--- src/sv/srm_pkg.sv ---
// srm_pkg: shared constants and helper functions of the reverb mixer.
// No dependencies.
package srm_pkg;

  localparam int MaxDelayDef   = 16384;
  localparam int SampleBitsDef = 24;
  localparam int LineBitsDef   = 32;

  localparam int QShift = 14;
  localparam int QHalf  = 8192;
  localparam int ApGain = 11469;

  // Register indexes
  localparam logic [1:0] RegMode = 2'd0;
  localparam logic [1:0] RegDry  = 2'd1;
  localparam logic [1:0] RegWet  = 2'd2;

  localparam logic [15:0] DryReset = 16'd16384;
  localparam logic [15:0] WetReset = 16'd4096;

  // Seven lines per bank: allpass 0..2, combs 3..6
  localparam int NumLines = 7;

  function automatic int fb_len(input int i);
    case (i)
      0: fb_len = 661;
      1: fb_len = 257;
      2: fb_len = 71;
      3: fb_len = 3229;
      4: fb_len = 3079;
      5: fb_len = 3943;
      default: fb_len = 4327;
    endcase
  endfunction

  function automatic int ff_len(input int i);
    case (i)
      0: ff_len = 2017;
      1: ff_len = 647;
      2: ff_len = 137;
      3: ff_len = 9209;
      4: ff_len = 9601;
      5: ff_len = 10369;
      default: ff_len = 11131;
    endcase
  endfunction

  function automatic int fb_gain(input int i);
    case (i)
      0: fb_gain = 12009;
      1: fb_gain = 13140;
      2: fb_gain = 12337;
      default: fb_gain = 12009;
    endcase
  endfunction

  function automatic int ff_gain(input int i);
    case (i)
      0: ff_gain = 12157;
      1: ff_gain = 12009;
      2: ff_gain = 11715;
      default: ff_gain = 11420;
    endcase
  endfunction

  function automatic int cap_len(input int d, input int m);
    cap_len = (d < m) ? d : m;
  endfunction

endpackage

--- src/sv/srm_line.sv ---
// srm_line: one delay-line stage (allpass or comb) with a private memory.
// Depends on srm_pkg. Comb: read, multiply, combine/write;
// allpass adds a second multiply stage.
module srm_line
  import srm_pkg::*;
#(
  parameter int Len      = 16,
  parameter int LineBits = 32,
  parameter int Gain     = 11469,
  parameter bit IsAp     = 1'b1,
  parameter bit Feedback = 1'b1
) (
  input  logic                       clk_i,
  input  logic                       rst_ni,
  input  logic                       en_i,
  input  logic                       vld_i,
  input  logic signed [LineBits-1:0] x_i,
  output logic signed [LineBits-1:0] y_o
);
  localparam int AW = (Len > 1) ? $clog2(Len) : 1;
  localparam int PW = LineBits + 16;

  logic signed [LineBits-1:0] mem [Len];
  logic [AW-1:0] pos_q, pos_d;
  logic          full_q;
  logic [AW-1:0] wa_q;
  logic          we_q;
  logic signed [LineBits-1:0] wd_q;

  // stage 1: registered read
  logic signed [LineBits-1:0] d1_q, x1_q;
  logic                       z1_q;
  logic [AW-1:0]              a1_q;
  logic                       v1_q;
  // stage 2: multiply delayed word
  logic signed [LineBits-1:0] d2_q, x2_q;
  logic signed [PW-1:0]       p2_q;
  logic [AW-1:0]              a2_q;
  logic                       v2_q;
  // stage 3 (allpass): second product
  logic signed [LineBits-1:0] d3_q;
  logic signed [PW-1:0]       p3_q;

  function automatic logic signed [LineBits-1:0] sat_l(input logic signed [PW:0] v);
    logic signed [PW:0] hi, lo;
    hi = (PW+1)'((64'sd1 <<< (LineBits-1)) - 1);
    lo = -hi - 1;
    sat_l = (v > hi) ? hi[LineBits-1:0] : ((v < lo) ? lo[LineBits-1:0] : v[LineBits-1:0]);
  endfunction

  function automatic logic signed [PW-1:0] rnd(input logic signed [PW-1:0] p);
    logic signed [PW-1:0] t;
    t = p + PW'(QHalf);
    rnd = t >>> QShift;
  endfunction

  assign pos_d = (32'(pos_q) + 1 < Len) ? pos_q + AW'(1) : '0;

  always_ff @(posedge clk_i) begin
    if (en_i && we_q) mem[wa_q] <= wd_q;
  end

  // full_q: set once the position has wrapped; before that the word at the read position is unwritten and reads as zero
  always_ff @(posedge clk_i or negedge rst_ni) begin
    if (!rst_ni) begin
      pos_q <= '0;
      full_q <= 1'b0;
      v1_q <= 1'b0; v2_q <= 1'b0; we_q <= 1'b0;
    end else if (en_i) begin
      if (vld_i) begin
        pos_q <= pos_d;
        if (pos_d == '0) full_q <= 1'b1;
      end
      v1_q <= vld_i; v2_q <= v1_q;
      we_q <= v2_q;
    end
  end

  logic signed [LineBits-1:0] d1;
  logic signed [LineBits-1:0] vv2, y2;
  assign d1  = z1_q ? '0 : d1_q;
  assign vv2 = sat_l((PW+1)'(x2_q) - (PW+1)'(rnd(p2_q)));
  assign y2  = sat_l((PW+1)'(x2_q) + (PW+1)'(rnd(p2_q)));

  always_ff @(posedge clk_i) begin
    if (en_i) begin
      d1_q <= mem[pos_q]; z1_q <= !full_q; x1_q <= x_i; a1_q <= pos_q;
      d2_q <= d1; x2_q <= x1_q; a2_q <= a1_q;
      p2_q <= PW'(d1) * PW'(Gain);
      d3_q <= d2_q;
      p3_q <= PW'(vv2) * PW'(Gain);
      wa_q <= a2_q;
      wd_q <= IsAp ? vv2 : (Feedback ? y2 : x2_q);
      y_o  <= IsAp ? sat_l((PW+1)'(d3_q) + (PW+1)'(rnd(p3_q))) : y2;
    end
  end
  // The write to a word follows its read through a1_q, a2_q and wa_q; lines are far longer than that pipeline.
endmodule

--- config.mk ---
export PLATFORM = sky130hd
export DESIGN_NAME = srm_line
export DESIGN_NICKNAME = d
export VERILOG_FILES = /design/src/sv/srm_pkg.sv /design/src/sv/srm_line.sv
export SDC_FILE = /design/constraint.sdc
export NUM_CORES = 2
export LEC_CHECK = 0
export BUFFER_PORTS_ARGS = -buffer_cell sky130_fd_sc_hd__buf_4
export CAP_MARGIN = 0
export CORE_ASPECT_RATIO = 0.6
export CORE_UTILIZATION = 30
export DETAILED_ROUTE_END_ITERATION = 8
export GPL_TIMING_DRIVEN = 0
export PLACE_DENSITY_LB_ADDON = 0.12
export SKIP_LAST_GASP = 1
export SYNTH_ARGS = -nofsm -noshare
export SYNTH_HDL_FRONTEND = slang
export SYNTH_SLANG_ARGS = --single-unit
--- constraint.sdc ---
create_clock -name clk_i -period 10.75 [get_ports clk_i]
set_input_delay 0 -clock clk_i [delete_from_list [all_inputs] [get_ports clk_i]]
set_output_delay 0 -clock clk_i [all_outputs]
set_load 0.03 [all_outputs]
==> impl_metrics.yaml <==
logic_synthesis:
  ys_seq_area_frac: 0.479
  ys_seq_elements: 825
  syn_nets: 4578
  synth-edff-count: 817
  ys_types: 79
  ys.flop_type: "edfxtp_1"
  syn-instance-count: 3693
  yosysWarnings: 0
  synth.top_cells.by_area: "edfxtp_1, fa_1, ha_1"
  synth_top_area_frac: 0.475
  synth.avg_cell_area_um2: 14.0
  syn_area_um2: 51600
  yosys.area.top_type: "edfxtp_1"
  postSynth.asyncResetShare: 0.00970
worst_hold_path:
  hp-class: "primary input to register"
  hp-start: "x_i[3]"
clock_tree:
  clk_latency_ns: 0.69
  cts_num_sinks: 825
  cts_tree: "built"
  cts_buffers: 85
  clock_path_buffers: 3
  cts-htree-levels: 3
  clk_pin_slew_ns: 0.06
  cts_root_buffer: "clkbuf_16"
floorplanning:
  start_util: 0.303
  num_rows: 117
  core_area_um2: 170000
  dieWidth_um: 537
  die-area_um2: 174000
  ioPinCount: 68
  die_y_um: 323
timing:
  final.min_clock_period_ns: 10.92
  hold_slack_ns: 0.0460
  fin_ws_ns: -0.174
  min_period_over_period: 1.02
  setup_viol: 4
  worst_pin_slew_ns: 1.34
  max_freq_mhz: 91.5
  maxSlewHeadroom: 0.108
  slew_violations: 0
  rsz0062_at_grt: "yes"
  fin_skew_ns: 0.0353
  hold_violations: 0
critical_path:
  reg2reg_to: "p3_q[46]$_DFFE_PP_"
  path_buf_inv: 6
  crit_path_start: "p2_q[17]$_DFFE_PP_"
  cpMaxStageDelayCell: "fa_1"
  crit_fanout: 9
  critical_path.max_stage_delay_ns: 0.58
  worst_r2r_path_depth: 47
  r2r_start: "p2_q[17]$_DFFE_PP_"
  critical-path-top-delay-family: "simple AND/OR/NAND/NOR gates"
  crit_type: "register to register"
  cp-start-kind: "register"
  cp_num_cells: 47
  endpoint_kind: "register"
  cp_data_required_time_ns: 11.15
  critPathCapture: "p3_q[46]$_DFFE_PP_"
  cp.arrival_ns: 11.33
  cpMostUsedCell: "nor2_4"
  r2r_slack_ns: -0.17
place:
  io_buffers: 67
  hpwlAfterDp_mm: 114
  gp_congestion: 0.822
  dpl.cell_count: 6057
cells_and_area:
  num-fill-cells: 16300
  drive_above_1_share: 0.197
  seq_area_um2: 24700
  finalNetCount: 4998
  multiInputGateArea_um2: 25700
  fin_cells: 6443
  area_growth_pct: 20.7
global_route:
  grt_usage: 0.177
  grt_pass1_wl_mm: 221
  grt-ovfl-total: 0
  grt_pass1_vias: 30600
  grt_max_degree: 104
  antenna_found_initial: 15
route:
  routedWlPerCell_um: 23.6
  vias_per_cell: 4.67
  antenna_left: 0
  wl_mm: 152
  drt-initial-drc-count: 2655
  vias: 30100
  drtPass1Iterations: 5
  drc: 0
run_status:
  status: "finished with violations"
  violations: "setup timing"
job:
  cap_viol_max_count: 0
## state kept, by name, indices dropped and copies added (netlist names)
name    count
mem       512
p2_q       34
p3_q       34
d1_q       32
d2_q       32
d3_q       32
wd_q       32
x1_q       32
x2_q       32
y_o        32
a1_q        4
a2_q        4
pos_q       4
wa_q        4
full_q      1
v1_q        1
v2_q        1
we_q        1
z1_q        1
## synthesized netlist by cell type, types with 12 or more instances
cell	number
buf_1	12
ha_1	487
fa_1	362
nor2b_1	60
o21a_1	18
mux4_2	160
nand3_1	48
xor2_1	80
a21oi_1	141
inv_1	655
nand2_1	97
clkbuf_1	39
nand2b_1	22
a21oi_2	15
and3_1	18
a21o_1	56
o21ai_0	96
nor3_1	29
xnor2_1	138
nand4_1	38
nor2_1	117
edfxtp_1	817
o21bai_1	16
buf_2	12
## area by class of cell
type,count,share of cell area
Multi-Input combinational cell,2145,0.412
Sequential cell,825,0.397
Timing Repair Buffer,334,0.0547
Tap cell,2261,0.0454
Inverter,655,0.0395
Clock buffer,108,0.0355
Clock inverter,44,0.00868
Buffer,66,0.00667
Antenna cell,4,0.000161
Timing Repair inverter,1,0.0000804
## kinds of logic (layout without fill, tap and decap cells)
group                      Yosys count  count (layout)  synth area share
adders and majority gates          849             849             0.259
DFF                                825             825             0.479
buffers and inverters              723            1208            0.0535
and+or+nand+nor                    475             475            0.0463
AOI/OAI and AO/OA                  440             440            0.0549
xor gates and xnor gates           218             218            0.0370
muxes                              163             163            0.0705
other                                0               4                 0
## per-layer routing
| layer | vias to the layer above | GRT usage | wire length, µm |
|---|---|---|---|
| met5 | - | 0 | 8 |
| met4 | 2 | 0.0256 | 1820 |
| met3 | 128 | 0.0289 | 8810 |
| met2 | 649 | 0.224 | 55700 |
| met1 | 15300 | 0.307 | 85600 |
| li1 | 13900 | - | - |
## cells in the final DEF (no fill, tap or decap), types with 72 or more instances in the layout
cell and n:
fa_1 354, clkbuf_16 89, nand2_1 93, a21oi_1 120
edfxtp_1 817, inv_1 641, ha_1 450, nor2_1 96
mux4_2 160, buf_4 206, xor2_1 72, xnor2_1 114
## what timing repair did
action / in CTS / in global routing
hold buffers: 57 / 0
pin swaps: 50 / 73
cloned: 2 / 2
gates resized for setup: 114 / 117
setup endpoints to repair: 34 / 25
hold endpoints to repair: 97 / 0
buffers inserted: 129 / 42
## worst min-delay path by stage
stage / end / slack (ns) / cells after the start
6_report: x1_q[3]$_DFFE_PP_ / 0.05 / 2
5_1_grt: x1_q[29]$_DFFE_PP_ / 0.01 / 2
4_1_cts: x1_q[9]$_DFFE_PP_ / 0.0008 / 2
3_5_place_dp: full_q$_DFFE_PN0P_ / -0.16 / 1
3_3_place_gp: full_q$_DFFE_PN0P_ / -0.16 / 1
2_1_floorplan: full_q$_DFFE_PN0P_ / -0.30 / 0
## stage by stage
| stage | setup slack [ns] | utilization | instance area (µm²) | setup TNS [ns] |
|---|---|---|---|---|
| floorplan | 0.0218 | - | 52000 | 0 |
| global placement | -4.35 | 0.325 | 55300 | -100.78 |
| detailed placement | -3.92 | 0.329 | 56100 | -84.14 |
| CTS | -0.173 | 0.360 | 61300 | -0.201 |
| global route | -0.547 | 0.366 | 62300 | -4.68 |
| finish | -0.174 | 0.366 | 62300 | -0.492 |
Power is left out: the tool's default activity adds up to more than one toggle a clock period on the data nets, which glitch-free logic cannot reach.
